`config.mk`:
```
export PLATFORM = sky130hd
export DESIGN_NAME = coil_drive_pulse_guard
export DESIGN_NICKNAME = d
export VERILOG_FILES = /design/src/hdl/cdpg_pkg.sv /design/src/hdl/cdpg_ctrl.sv /design/src/hdl/cdpg_dp.sv /design/src/hdl/coil_drive_pulse_guard.sv
export SDC_FILE = /design/constraint.sdc
export NUM_CORES = 2
export LEC_CHECK = 0
export BUFFER_PORTS_ARGS = -buffer_cell sky130_fd_sc_hd__clkbuf_2
export CORE_AREA = 2 2 264 266
export CTS_CLUSTER_SIZE = 30
export DETAILED_ROUTE_END_ITERATION = 7
export DIE_AREA = 0 0 266 268
export PLACE_DENSITY_LB_ADDON = 0.08
export RECOVER_POWER = 50
export SLEW_MARGIN = 10
export SYNTH_ARGS = -nofsm -noshare
export SYNTH_HDL_FRONTEND = slang
export SYNTH_SLANG_ARGS = --single-unit
export TNS_END_PERCENT = 5
```
`constraint.sdc`:
```
create_clock -name clock -period 12 [get_ports clock]
set_clock_uncertainty 0.1 [all_clocks]
set_input_delay 1.8 -clock clock [delete_from_list [all_inputs] [get_ports clock]]
set_output_delay 1.8 -clock clock [all_outputs]
set_load 0.01 [all_outputs]
```
`src/hdl/cdpg_pkg.sv`:
```
package cdpg_pkg;

   // default duty width, overridable on the top level
   localparam int DUTY_BITS_DEF = 10;

   localparam int ANGLE_W    = 17;                  // signed angle, 1/256 degree
   localparam int SQ_W       = 2 * ANGLE_W;         // roll^2 + pitch^2 fits here
   localparam int TILT_W     = ANGLE_W;             // floor square root of SQ_W bits
   localparam int REM_W      = TILT_W + 2;          // partial remainder of the root
   localparam int GAIN_W     = 16;
   localparam int PROD_W     = TILT_W + GAIN_W;
   localparam int FRAC_SHIFT = 16;
   localparam int TIME_W     = 32;
   localparam int MAXD_W     = 10;

   localparam int ROOT_STEPS = SQ_W / 2;            // one result bit per step
   localparam int STEP_W     = $clog2(ROOT_STEPS);

   localparam int REQ_DATA_W = 72;                  // 67 field bits padded to bytes
   localparam int CSR_ADDR_W = 4;
   localparam int CSR_DATA_W = 32;

   typedef enum logic [1:0] {
      CSR_DEAD_ZONE = 2'd0,
      CSR_GAIN_Q8   = 2'd1,
      CSR_MAX_DUTY  = 2'd2,
      CSR_MAX_PULSE = 2'd3
   } csr_idx_type;

   localparam logic [15:0]       DEAD_ZONE_RST = 16'd512;
   localparam logic [15:0]       GAIN_Q8_RST   = 16'd256;
   localparam logic [MAXD_W-1:0] MAX_DUTY_RST  = 10'd1023;
   localparam logic [15:0]       MAX_PULSE_RST = 16'd500;

   typedef enum logic [2:0] {
      STS_IDLE        = 3'd0,
      STS_DRIVING     = 3'd1,
      STS_FUSE_OPEN   = 3'd2,
      STS_INTERLOCK   = 3'd3,
      STS_FUSE_TRIP   = 3'd4,
      STS_RESET_DONE  = 3'd5
   } status_type;

   typedef enum logic [2:0] {
      ST_IDLE,
      ST_SQ_ROLL,
      ST_SQ_PITCH,
      ST_ROOT,
      ST_DIFF,
      ST_SCALE,
      ST_COMMIT
   } state_type;

   typedef struct packed {
      logic [15:0]       dead_zone;
      logic [GAIN_W-1:0] gain_q8;
      logic [MAXD_W-1:0] max_duty;
      logic [15:0]       max_pulse_ms;
   } cfg_type;

   typedef struct packed {
      logic load;
      logic sq_roll;
      logic sq_pitch;
      logic root_step;
      logic diff;
      logic scale;
      logic commit;
   } cmd_type;

endpackage

```
`src/hdl/cdpg_ctrl.sv`:
```
module cdpg_ctrl import cdpg_pkg::*; (
   input  logic    clock,
   input  logic    reset,
   input  logic    in_valid,
   input  logic    in_mode,
   input  logic    out_free,
   output logic    in_ready,
   output cmd_type cmd
);

   state_type         state_ff, state_in;
   logic [STEP_W-1:0] step_ff, step_in;

   always_ff @(posedge clock) begin
      if (reset) begin
         state_ff <= ST_IDLE;
         step_ff  <= '0;
      end else begin
         state_ff <= state_in;
         step_ff  <= step_in;
      end
   end

   always_comb begin
      state_in = state_ff;
      step_in  = step_ff;
      in_ready = 1'b0;
      cmd      = '0;
      case (state_ff)
         ST_IDLE: begin
            in_ready = 1'b1;
            if (in_valid) begin
               cmd.load = 1'b1;
               step_in  = '0;
               // fuse reset words skip the arithmetic
               state_in = in_mode ? ST_COMMIT : ST_SQ_ROLL;
            end
         end
         ST_SQ_ROLL: begin
            cmd.sq_roll = 1'b1;
            state_in    = ST_SQ_PITCH;
         end
         ST_SQ_PITCH: begin
            cmd.sq_pitch = 1'b1;
            state_in     = ST_ROOT;
         end
         ST_ROOT: begin
            cmd.root_step = 1'b1;
            step_in       = step_ff + STEP_W'(1);
            if (step_ff == STEP_W'(ROOT_STEPS - 1)) begin
               state_in = ST_DIFF;
            end
         end
         ST_DIFF: begin
            cmd.diff = 1'b1;
            state_in = ST_SCALE;
         end
         ST_SCALE: begin
            cmd.scale = 1'b1;
            state_in  = ST_COMMIT;
         end
         ST_COMMIT: begin
            if (out_free) begin
               cmd.commit = 1'b1;
               state_in   = ST_IDLE;
            end
         end
         default: begin
            state_in = ST_IDLE;
         end
      endcase
   end

   a_root_count: assert property (@(posedge clock) disable iff (reset)
      (state_ff == ST_ROOT) |-> (step_ff <= STEP_W'(ROOT_STEPS - 1)))
      else $error("root step counter overran");

   a_cmd_onehot: assert property (@(posedge clock) disable iff (reset)
      $onehot0(cmd))
      else $error("more than one datapath command at once");

   a_commit_then_idle: assert property (@(posedge clock) disable iff (reset)
      cmd.commit |=> (state_ff == ST_IDLE))
      else $error("controller did not return to idle after commit");

endmodule

```
`src/hdl/cdpg_dp.sv`:
```
module cdpg_dp import cdpg_pkg::*; #(
   parameter int DUTY_BITS = DUTY_BITS_DEF
) (
   input  logic                       clock,
   input  logic                       reset,
   input  cmd_type                    cmd,
   input  cfg_type                    cfg,
   input  logic                       in_mode,
   input  logic signed [ANGLE_W-1:0]  in_roll,
   input  logic signed [ANGLE_W-1:0]  in_pitch,
   input  logic [TIME_W-1:0]          in_now,
   input  logic                       in_iso,
   output logic [DUTY_BITS-1:0]       res_duty,
   output logic                       res_fuse,
   output status_type                 res_status
);

   localparam logic [TILT_W-1:0] DUTY_LIM = TILT_W'((1 << DUTY_BITS) - 1);

   // latched word
   logic                  mode_ff, iso_ff;
   logic [TIME_W-1:0]     now_ff;
   logic [ANGLE_W-1:0]    roll_abs_ff, pitch_abs_ff;
   // arithmetic
   logic [SQ_W-1:0]       sum_ff, sum_in;
   logic [REM_W-1:0]      rem_ff, rem_in;
   logic [TILT_W-1:0]     root_ff, root_in;
   logic                  below_ff;
   logic [TILT_W-1:0]     diff_ff;
   logic [PROD_W-1:0]     prod_ff;
   // block state
   logic                  fuse_ff, fuse_in;
   logic [DUTY_BITS-1:0]  applied_ff, applied_in;
   logic [TIME_W-1:0]     start_ff, start_in;

   logic [ANGLE_W-1:0]    roll_abs, pitch_abs, mul_op;
   logic [SQ_W-1:0]       sq;
   logic [REM_W+1:0]      cand, trial;
   logic [TILT_W-1:0]     raw, cap, clamped;
   logic [DUTY_BITS-1:0]  req;
   logic [TIME_W-1:0]     elapsed;
   status_type            status;

   assign roll_abs  = in_roll[ANGLE_W-1]  ? ANGLE_W'(-in_roll)  : ANGLE_W'(in_roll);
   assign pitch_abs = in_pitch[ANGLE_W-1] ? ANGLE_W'(-in_pitch) : ANGLE_W'(in_pitch);

   // one shared squarer, used twice
   assign mul_op = cmd.sq_pitch ? pitch_abs_ff : roll_abs_ff;
   assign sq     = SQ_W'(mul_op) * SQ_W'(mul_op);

   // restoring root: bring down two radicand bits, try (root << 2) | 1
   assign cand  = {rem_ff, sum_ff[SQ_W-1 -: 2]};
   assign trial = {2'b00, root_ff, 2'b01};

   always_comb begin
      sum_in  = sum_ff;
      rem_in  = rem_ff;
      root_in = root_ff;
      if (cmd.sq_roll) begin
         sum_in  = sq;
         rem_in  = '0;
         root_in = '0;
      end else if (cmd.sq_pitch) begin
         sum_in = sum_ff + sq;
      end else if (cmd.root_step) begin
         sum_in = {sum_ff[SQ_W-3:0], 2'b00};
         if (cand >= trial) begin
            rem_in  = REM_W'(cand - trial);
            root_in = {root_ff[TILT_W-2:0], 1'b1};
         end else begin
            rem_in  = REM_W'(cand);
            root_in = {root_ff[TILT_W-2:0], 1'b0};
         end
      end
   end

   always_ff @(posedge clock) begin
      if (cmd.load) begin
         mode_ff      <= in_mode;
         iso_ff       <= in_iso;
         now_ff       <= in_now;
         roll_abs_ff  <= roll_abs;
         pitch_abs_ff <= pitch_abs;
      end
      sum_ff  <= sum_in;
      rem_ff  <= rem_in;
      root_ff <= root_in;
      if (cmd.diff) begin
         below_ff <= root_ff < TILT_W'(cfg.dead_zone);
         diff_ff  <= root_ff - TILT_W'(cfg.dead_zone);
      end
      if (cmd.scale) begin
         prod_ff <= PROD_W'(diff_ff) * PROD_W'(cfg.gain_q8);
      end
   end

   // clamp to the smaller of max_duty and the port range
   assign raw     = prod_ff[PROD_W-1:FRAC_SHIFT];
   assign cap     = (TILT_W'(cfg.max_duty) > DUTY_LIM) ? DUTY_LIM : TILT_W'(cfg.max_duty);
   assign clamped = (raw > cap) ? cap : raw;
   assign req     = below_ff ? '0 : DUTY_BITS'(clamped);
   assign elapsed = now_ff - start_ff;

   always_comb begin
      fuse_in    = fuse_ff;
      applied_in = applied_ff;
      start_in   = start_ff;
      status     = STS_IDLE;
      if (mode_ff) begin
         fuse_in    = 1'b0;
         applied_in = '0;
         start_in   = '0;
         status     = STS_RESET_DONE;
      end else if (fuse_ff) begin
         applied_in = '0;
         status     = STS_FUSE_OPEN;
      end else if ((req != '0) && !iso_ff) begin
         applied_in = '0;
         status     = STS_INTERLOCK;
      end else if ((req != '0) && (applied_ff != '0) &&
                   (elapsed > TIME_W'(cfg.max_pulse_ms))) begin
         fuse_in    = 1'b1;
         applied_in = '0;
         status     = STS_FUSE_TRIP;
      end else begin
         applied_in = req;
         if (req != '0) begin
            if (applied_ff == '0) begin
               start_in = now_ff;
            end
            status = STS_DRIVING;
         end else begin
            start_in = '0;
            status   = STS_IDLE;
         end
      end
   end

   always_ff @(posedge clock) begin
      if (reset) begin
         fuse_ff    <= 1'b0;
         applied_ff <= '0;
         start_ff   <= '0;
      end else if (cmd.commit) begin
         fuse_ff    <= fuse_in;
         applied_ff <= applied_in;
         start_ff   <= start_in;
      end
   end

   assign res_duty   = applied_in;
   assign res_fuse   = fuse_in;
   assign res_status = status;

   a_fuse_zero_duty: assert property (@(posedge clock) disable iff (reset)
      (applied_ff != '0) |-> !fuse_ff)
      else $error("nonzero duty held while fuse is open");

   a_trip_sets_fuse: assert property (@(posedge clock) disable iff (reset)
      (cmd.commit && (status == STS_FUSE_TRIP)) |=> fuse_ff)
      else $error("fuse trip not recorded");

endmodule

```
`src/hdl/coil_drive_pulse_guard.sv`:
```
// Coil drive pulse guard.
// req_ channel: one word per attitude sample or fuse reset. req_tuser is the
//   mode (0 update, 1 clear the fuse); req_tdata carries roll, pitch, time and
//   the relay-isolated flag. rsp_ channel: exactly one word per request with
//   the applied duty, the fuse state and a status code.
// Processing: an update word is accepted in idle, squared (roll, then pitch,
//   on one 17x17 multiplier), rooted by a restoring square root at one bit
//   per cycle, offset by the dead zone and scaled by gain, then committed
//   to the result register. No new word is taken until the last one is
//   committed; the next can be taken in the cycle after the commit. Fuse
//   reset words skip the arithmetic and go from idle straight to commit.
// The result sits in an output register; while it waits the block already
//   takes and works the next word, and only the commit step stalls until the
//   register is free. A stalled receiver therefore never loses or repeats a word.
// Reset (synchronous, active high) clears the fuse, the applied duty, the
//   pulse start time, the controller and the output valid, and loads the
//   register defaults. The user must write registers through the csr_ port
//   only while no word is in flight; the block itself does not enforce this.
module coil_drive_pulse_guard import cdpg_pkg::*; #(
   parameter int DUTY_BITS = DUTY_BITS_DEF
) (
   input  logic                                  clock,
   input  logic                                  reset,
   // stream in
   input  logic                                  req_tvalid,
   output logic                                  req_tready,
   // [16:0] roll_angle, [33:17] pitch_angle, [65:34] now_ms, [66] relay_isolated
   input  logic [REQ_DATA_W-1:0]                 req_tdata,
   // [0] mode
   input  logic                                  req_tuser,
   // stream out
   output logic                                  rsp_tvalid,
   input  logic                                  rsp_tready,
   // [DUTY_BITS-1:0] duty, then fuse_open, then status (3 bits)
   output logic [((DUTY_BITS + 4 + 7) / 8) * 8 - 1:0] rsp_tdata,
   // register port
   input  logic                                  csr_psel,
   input  logic                                  csr_penable,
   input  logic                                  csr_pwrite,
   input  logic [CSR_ADDR_W-1:0]                 csr_paddr,
   input  logic [CSR_DATA_W-1:0]                 csr_pwdata,
   output logic [CSR_DATA_W-1:0]                 csr_prdata,
   output logic                                  csr_pready
);

   localparam int RSP_W = ((DUTY_BITS + 4 + 7) / 8) * 8;

   cfg_type               cfg_ff, cfg_in;
   logic                  rsp_valid_ff, rsp_valid_in;
   logic [RSP_W-1:0]      rsp_data_ff, rsp_data_in;

   cmd_type               cmd;
   logic                  out_free;
   logic [DUTY_BITS-1:0]  res_duty;
   logic                  res_fuse;
   status_type            res_status;
   csr_idx_type           csr_idx;
   logic                  csr_wr;

   // register file
   assign csr_pready = 1'b1;
   assign csr_idx    = csr_idx_type'(csr_paddr[3:2]);
   assign csr_wr     = csr_psel && csr_penable && csr_pwrite;

   always_comb begin
      cfg_in = cfg_ff;
      if (csr_wr) begin
         case (csr_idx)
            CSR_DEAD_ZONE: cfg_in.dead_zone    = csr_pwdata[15:0];
            CSR_GAIN_Q8:   cfg_in.gain_q8      = csr_pwdata[GAIN_W-1:0];
            CSR_MAX_DUTY:  cfg_in.max_duty     = csr_pwdata[MAXD_W-1:0];
            CSR_MAX_PULSE: cfg_in.max_pulse_ms = csr_pwdata[15:0];
            default:       cfg_in = cfg_ff;
         endcase
      end
   end

   always_comb begin
      case (csr_idx)
         CSR_DEAD_ZONE: csr_prdata = CSR_DATA_W'(cfg_ff.dead_zone);
         CSR_GAIN_Q8:   csr_prdata = CSR_DATA_W'(cfg_ff.gain_q8);
         CSR_MAX_DUTY:  csr_prdata = CSR_DATA_W'(cfg_ff.max_duty);
         CSR_MAX_PULSE: csr_prdata = CSR_DATA_W'(cfg_ff.max_pulse_ms);
         default:       csr_prdata = '0;
      endcase
   end

   always_ff @(posedge clock) begin
      if (reset) begin
         cfg_ff.dead_zone    <= DEAD_ZONE_RST;
         cfg_ff.gain_q8      <= GAIN_Q8_RST;
         cfg_ff.max_duty     <= MAX_DUTY_RST;
         cfg_ff.max_pulse_ms <= MAX_PULSE_RST;
      end else begin
         cfg_ff <= cfg_in;
      end
   end

   // sequencer
   cdpg_ctrl u_ctrl (
      .clock    (clock),
      .reset    (reset),
      .in_valid (req_tvalid),
      .in_mode  (req_tuser),
      .out_free (out_free),
      .in_ready (req_tready),
      .cmd      (cmd)
   );

   // arithmetic and guard state
   cdpg_dp #(
      .DUTY_BITS (DUTY_BITS)
   ) u_dp (
      .clock      (clock),
      .reset      (reset),
      .cmd        (cmd),
      .cfg        (cfg_ff),
      .in_mode    (req_tuser),
      .in_roll    (req_tdata[16:0]),
      .in_pitch   (req_tdata[33:17]),
      .in_now     (req_tdata[65:34]),
      .in_iso     (req_tdata[66]),
      .res_duty   (res_duty),
      .res_fuse   (res_fuse),
      .res_status (res_status)
   );

   // output register: free when empty or being drained this cycle
   assign out_free = !rsp_valid_ff || rsp_tready;

   always_comb begin
      rsp_valid_in = rsp_valid_ff;
      rsp_data_in  = rsp_data_ff;
      if (cmd.commit) begin
         rsp_valid_in = 1'b1;
         rsp_data_in  = RSP_W'({res_status, res_fuse, res_duty});
      end else if (rsp_tready) begin
         rsp_valid_in = 1'b0;
      end
   end

   always_ff @(posedge clock) begin
      if (reset) begin
         rsp_valid_ff <= 1'b0;
      end else begin
         rsp_valid_ff <= rsp_valid_in;
      end
      rsp_data_ff <= rsp_data_in;
   end

   assign rsp_tvalid = rsp_valid_ff;
   assign rsp_tdata  = rsp_data_ff;

   a_commit_slot_free: assert property (@(posedge clock) disable iff (reset)
      cmd.commit |-> (!rsp_valid_ff || rsp_tready))
      else $error("result committed over an undelivered word");

   a_no_accept_busy: assert property (@(posedge clock) disable iff (reset)
      cmd.root_step |-> !req_tready)
      else $error("input ready while a word is being worked");

endmodule
```
# == Yosys cells after proc, flatten, opt, wreduce, memory -nomap -nowiden ==
# Index checks and enable logic that the tools add are counted.
# classes
n_mul,2
bitwise_logic,1
add_sub_neg,7
eq_ne,17
n_mux,48
n_lt_le_gt_ge,4
reduce_logical,24
# ops
cell,count
32-bit two-way mux,6
32-bit case mux with 4 select lines,1
34-bit two-way mux,3
10-bit two-way mux,6
34-bit adder,1
17-bit by 17-bit multiplier with 34-bit output,1
17-bit negator,2
17-bit by 16-bit multiplier with 33-bit output,1
32-bit by 16-bit > comparator with 1-bit output,1
16-bit two-way mux,2
32-bit subtractor,1
21-bit by 19-bit greater-or-equal comparator with 1-bit output,1
3-bit two-way mux,7
3-bit case mux with 7 select lines,1
10-bit nonzero test,2
19-bit two-way mux,1
19-bit subtractor,1
1-bit two-way mux,18
17-bit by 10-bit > comparator with 1-bit output,1
17-bit by 16-bit less-than comparator with 1-bit output,1
17-bit two-way mux,1
17-bit by 16-bit subtractor with 17-bit output,1
2-bit AND reduction,6
10-bit zero test,1
other kinds (22),36
# word_totals
register_bits,313
wordCells,128
output_inout_bits,51
in_bits,116

# == Longest topological paths before layout ==
# logic_depth
ltp_word,10
mapped_depth,41

# == By module ==
# A second synthesis with hierarchy kept.
# hier_totals
cells_unflattened,3828
hier_area_um2,34613.2
# modules_own_cells
module,seq_area_each_um2,instances,area_per_inst_um2,cells_each
cdpg_dp,5695.5,1,30684.4,3470
coil_drive_pulse_guard,1601.5,1,3365.7,294
cdpg_ctrl,160.2,1,563.0,64

# == Worst setup path after synthesis ==
# OpenSTA, ideal clock, no wires.
# synth_path
path_kind,reg2reg
from,register u_ctrl.state_ff[2]
to,register u_dp.sum_ff[32] (data pin)
t_arrival_ns,8.744
stages_incl_launch_ff,38
path_buffers,3
slack_ns,2.887
cell_sequence,dfxtp_1 -> or3b_2 -> clkbuf_1 -> clkbuf_1 -> mux2i_1 -> inv_1 -> clkbuf_1 -> nand2_1 -> inv_1 -> fa_1 -> inv_1 -> fa_1 -> fa_1 -> inv_1 -> fa_1 -> fa_1 -> inv_1 -> fa_1 -> [2 not listed] -> and3_1 -> nand3_1 -> nor3_1 -> nand3b_1 -> o22ai_1 -> o21bai_1 -> a21oi_1 -> xnor2_1 -> ha_1 -> and3_1 -> and3_1 -> a31oi_1 -> o221a_2 -> o211ai_1 -> a31oi_1 -> o21bai_1 -> a2111oi_0 -> nor4_1
# synth_via
elab_chain_len,7
# synth_lines
item,line,source
"start, declared",cdpg_ctrl.sv:11,"state_type state_ff, state_in;"
"start signal, assigned",cdpg_ctrl.sv:19,state_ff <= state_in;
3-bit by 2-bit == test with 1-bit output,cdpg_ctrl.sv:29,case (state_ff)
1-bit two-way mux,cdpg_ctrl.sv:29,
17-bit two-way mux,cdpg_dp.sv:48,assign mul_op = cmd.sq_pitch ? pitch_abs_ff : roll_abs_ff;
17-bit by 17-bit multiplier with 34-bit output,cdpg_dp.sv:49,assign sq = SQ_W'(mul_op) * SQ_W'(mul_op);
34-bit adder,cdpg_dp.sv:64,sum_in = sum_ff + sq;
34-bit two-way mux,cdpg_dp.sv:63,end else if (cmd.sq_pitch) begin
34-bit two-way mux *,cdpg_dp.sv:59,if (cmd.sq_roll) begin
named net u_dp.sum_in[32],cdpg_dp.sv:25,"logic [SQ_W-1:0] sum_ff, sum_in;"
"end signal, assigned",cdpg_dp.sv:85,sum_ff <= sum_in;
"end, declared",cdpg_dp.sv:25,
# Mark *: on every way through the listed nets, which the timed path passes. The rest lies on a longest branch.
# A chain may end at the register's enable or synchronous reset.

# == Worst setup path in the final report ==
# Ends and elaborated chain as after synthesis.

==> out/metrics.yaml <==
ant_nets: 0
synth_ff_type: "edfxtp_1"
cpMostUsedCell: "fa_1"
period_share_pct: 84.6
synth_top_area_share_pct: 23.6
layout.nets: 4711
start_util_pct: 49.8
synth_top_area_cell: "fa_1"
die_w_um: 266
drive_gt1_share_pct: 6.64
syn_to_final_growth_pct: 7.99
cts_num_sinks: 297
cts_root_buf: "clkbuf_16"
drt_iter0_markers: 1690
setup_violations: 0
final-max-slew-violation-count: 176
track_usage_pct: 23.7
failed_checks: "capacitance limit, slew limit"
core_um2: 68200
seq_area_um2: 7460
r2r-end: "u_dp.sum_ff[32]$_DFFE_PP_"
grt_setup_unrepaired: "no"
critPathTopFamily: "adder cells"
path_class: "reg -> reg"
multi_input_area_um2: 23500
worst-path-stages: 34
grt_max_degree: 80
avgRoutedWirePerCell_um: 17.4
synth_warnings: 0
cts.repair.resized: 0
synth-seq-cells: 297
synth_top_family_by_area: "adder cells"
clk_latency_ps: 580
drt_pass1_iterations: 5
place_congestion: 0.876
synthAdderAreaFrac_pct: 36.0
avgSynthCellArea_um2: 8.99
synth_compound_area_share_pct: 12.4
drv_cap: 3
clk_path_buf_depth: 3
placed_area_um2: 35500
hold_buffers: 0
hpwl_um: 64100
cts_tree: "built"
crit_end: "u_dp.sum_ff[32]$_DFFE_PP_"
synth_area_leaders: "fa_1, edfxtp_1, ha_1"
crit_start: "u_ctrl.state_ff[2]$_SDFFE_PP0P_"
post_cts.repair.setup_buffers: 0
hold_viol: 0
clkTransAtPathRegs_ps: 60
synth-simple-area-share_pct: 14.6
r2r_start: "u_ctrl.state_ff[2]$_SDFFE_PP0P_"
chipHeight_um: 268
slowest_delay_ps: 640
crit_buf_inv: 6
cts-buffers-inserted: 36
muxShareOfSynthArea_pct: 1.98
tns_ps: 0
grt_pass1_wl_um: 135000
routed_wl_um: 83100
fmax_mhz: 98.5
final_cell_area_um2: 36700
ff2ff_setup_slack_ps: 1850
cp-start-kind: "flop"
ys_async_sr_fraction_pct: 0
worst_setup_path_end_kind: "flop"
fillers: 6394
crit_fanout: 19
seq_area_frac_synth_pct: 21.9
status: "finished with violations"
rows: 96
netlist-cell-type-count: 87
synth_edf_count: 151
globalRouteOverflowTotal: 0
hold_path.class: "reg -> reg"
dieArea_um2: 71300
drc: 0
r2r_cells: 34
most-common-layout-cells: "inv_1, nand2_1, fa_1, ha_1, nor2_1"
antenna_found_initial: 0
grt_pass1_vias: 25500
synth_xor_area_share_pct: 3.76
htreeDepth: 2
tightestPinTransition_ps: 3900
diodes: 0
via_per_inst: 5.41
io_pins: 167
cp_slowest_cell: "or3b_2"
fin_crit_ps: 10150
relSlewSlack_pct: -160
syn_inst: 3778
critPathRequiredTime_ps: 12190
io_buffers: 124
syn_area_um2: 34000
final_common_cell: "inv_1"
via_count: 25800
arrival_ps: 10350
[state kept, by name, indices dropped and copies added, names as in the netlist]
name	cells
u_dp.applied_ff	10
u_dp.sum_ff	34
u_dp.diff_ff	17
u_dp.roll_abs_ff	17
u_dp.fuse_ff	1
u_dp.root_ff	17
rsp_tvalid	1
u_dp.now_ff	32
u_dp.prod_ff	17
u_dp.iso_ff	1
u_dp.start_ff	32
u_ctrl.state_ff	3
rsp_tdata	14
u_dp.pitch_abs_ff	17
cfg_ff	58
u_dp.below_ff	1
u_dp.mode_ff	1
u_ctrl.step_ff	5
u_dp.rem_ff	19
[cell usage after synthesis (59+ instances only)]
master	number
xnor2_1	122
o21ai_0	126
dfxtp_1	146
nor2_1	203
fa_1	401
edfxtp_1	151
ha_1	336
a21oi_1	192
a21o_1	59
nand2_1	513
clkbuf_1	119
and2_1	104
inv_1	658
[final cells by class]
type | count | share of cell area, %
well taps | 882 | 3.01
inverters | 666 | 6.81
repair buffers | 173 | 2.56
multi-input cells | 2684 | 64.0
clock inverters | 15 | 0.467
flip-flops and latches | 297 | 20.3
clock buffers | 51 | 2.86
[kinds of logic (layout without fill, tap and decap cells)]
kind of cell             Yosys count  in the layout
AND/OR/NAND/NOR                 1084           1084
adder cells (fa/ha/maj)          737            737
other                              2             19
multiplexers                      54             54
buffers and inverters            814            905
XOR/XNOR                         146            146
AO/OA/AOI/OAI                    644            644
flip-flops                       297            297
[through the flow]
| stage | utilization [%] | setup slack [ps] | std cells | hold WS, ps |
|---|---|---|---|---|
| after floorplan | - | 2890 | 3795 | 325 |
| after global placement | 52.1 | 1880 | 4702 | 347 |
| after detailed placement | 52.1 | 1860 | 4702 | 345 |
| after CTS | 53.9 | 1810 | 4768 | 361 |
| after global routing | 53.8 | 1070 | 4768 | 392 |
| final | 53.8 | 1850 | 4768 | 364 |
[worst reg2reg max path: cells and delay by family (launching register included)]
family                     cells  cell delay [ps]
AOI/OAI and AO/OA              9             2330
xor gates and xnor gates       1              170
adders and majority gates      8             3710
buffers and inverters          6              620
DFF                            1              630
muxes                          1              350
and+or+nand+nor                9             1970
[per-layer routing]
layer / track usage, % / routed length [um] / up-vias
li1: - / - / 12500
met1: 34.4 / 39000 / 12600
met2: 37.5 / 37100 / 634
met3: 3.66 / 5370 / 99
met4: 5.45 / 1630 / 0
met5: 0 / 0 / -
[worst min path at each step]
stage / from / to / slack, ps / cells past startpoint
final: u_dp.applied_ff[1]$_SDFFE_PP0P_ / u_dp.applied_ff[1]$_SDFFE_PP0P_ / 360 / 2
after global routing: u_dp.applied_ff[1]$_SDFFE_PP0P_ / u_dp.applied_ff[1]$_SDFFE_PP0P_ / 390 / 2
after CTS: u_dp.applied_ff[1]$_SDFFE_PP0P_ / u_dp.applied_ff[1]$_SDFFE_PP0P_ / 360 / 2
after detailed placement: u_dp.applied_ff[1]$_SDFFE_PP0P_ / u_dp.applied_ff[1]$_SDFFE_PP0P_ / 350 / 2
after global placement: u_dp.applied_ff[1]$_SDFFE_PP0P_ / u_dp.applied_ff[1]$_SDFFE_PP0P_ / 350 / 2
after floorplan: u_dp.applied_ff[1]$_SDFFE_PP0P_ / u_dp.applied_ff[1]$_SDFFE_PP0P_ / 330 / 2
Power is left out: the tool's default activity adds up to more than one toggle a clock period on the data nets, which glitch-free logic cannot reach.
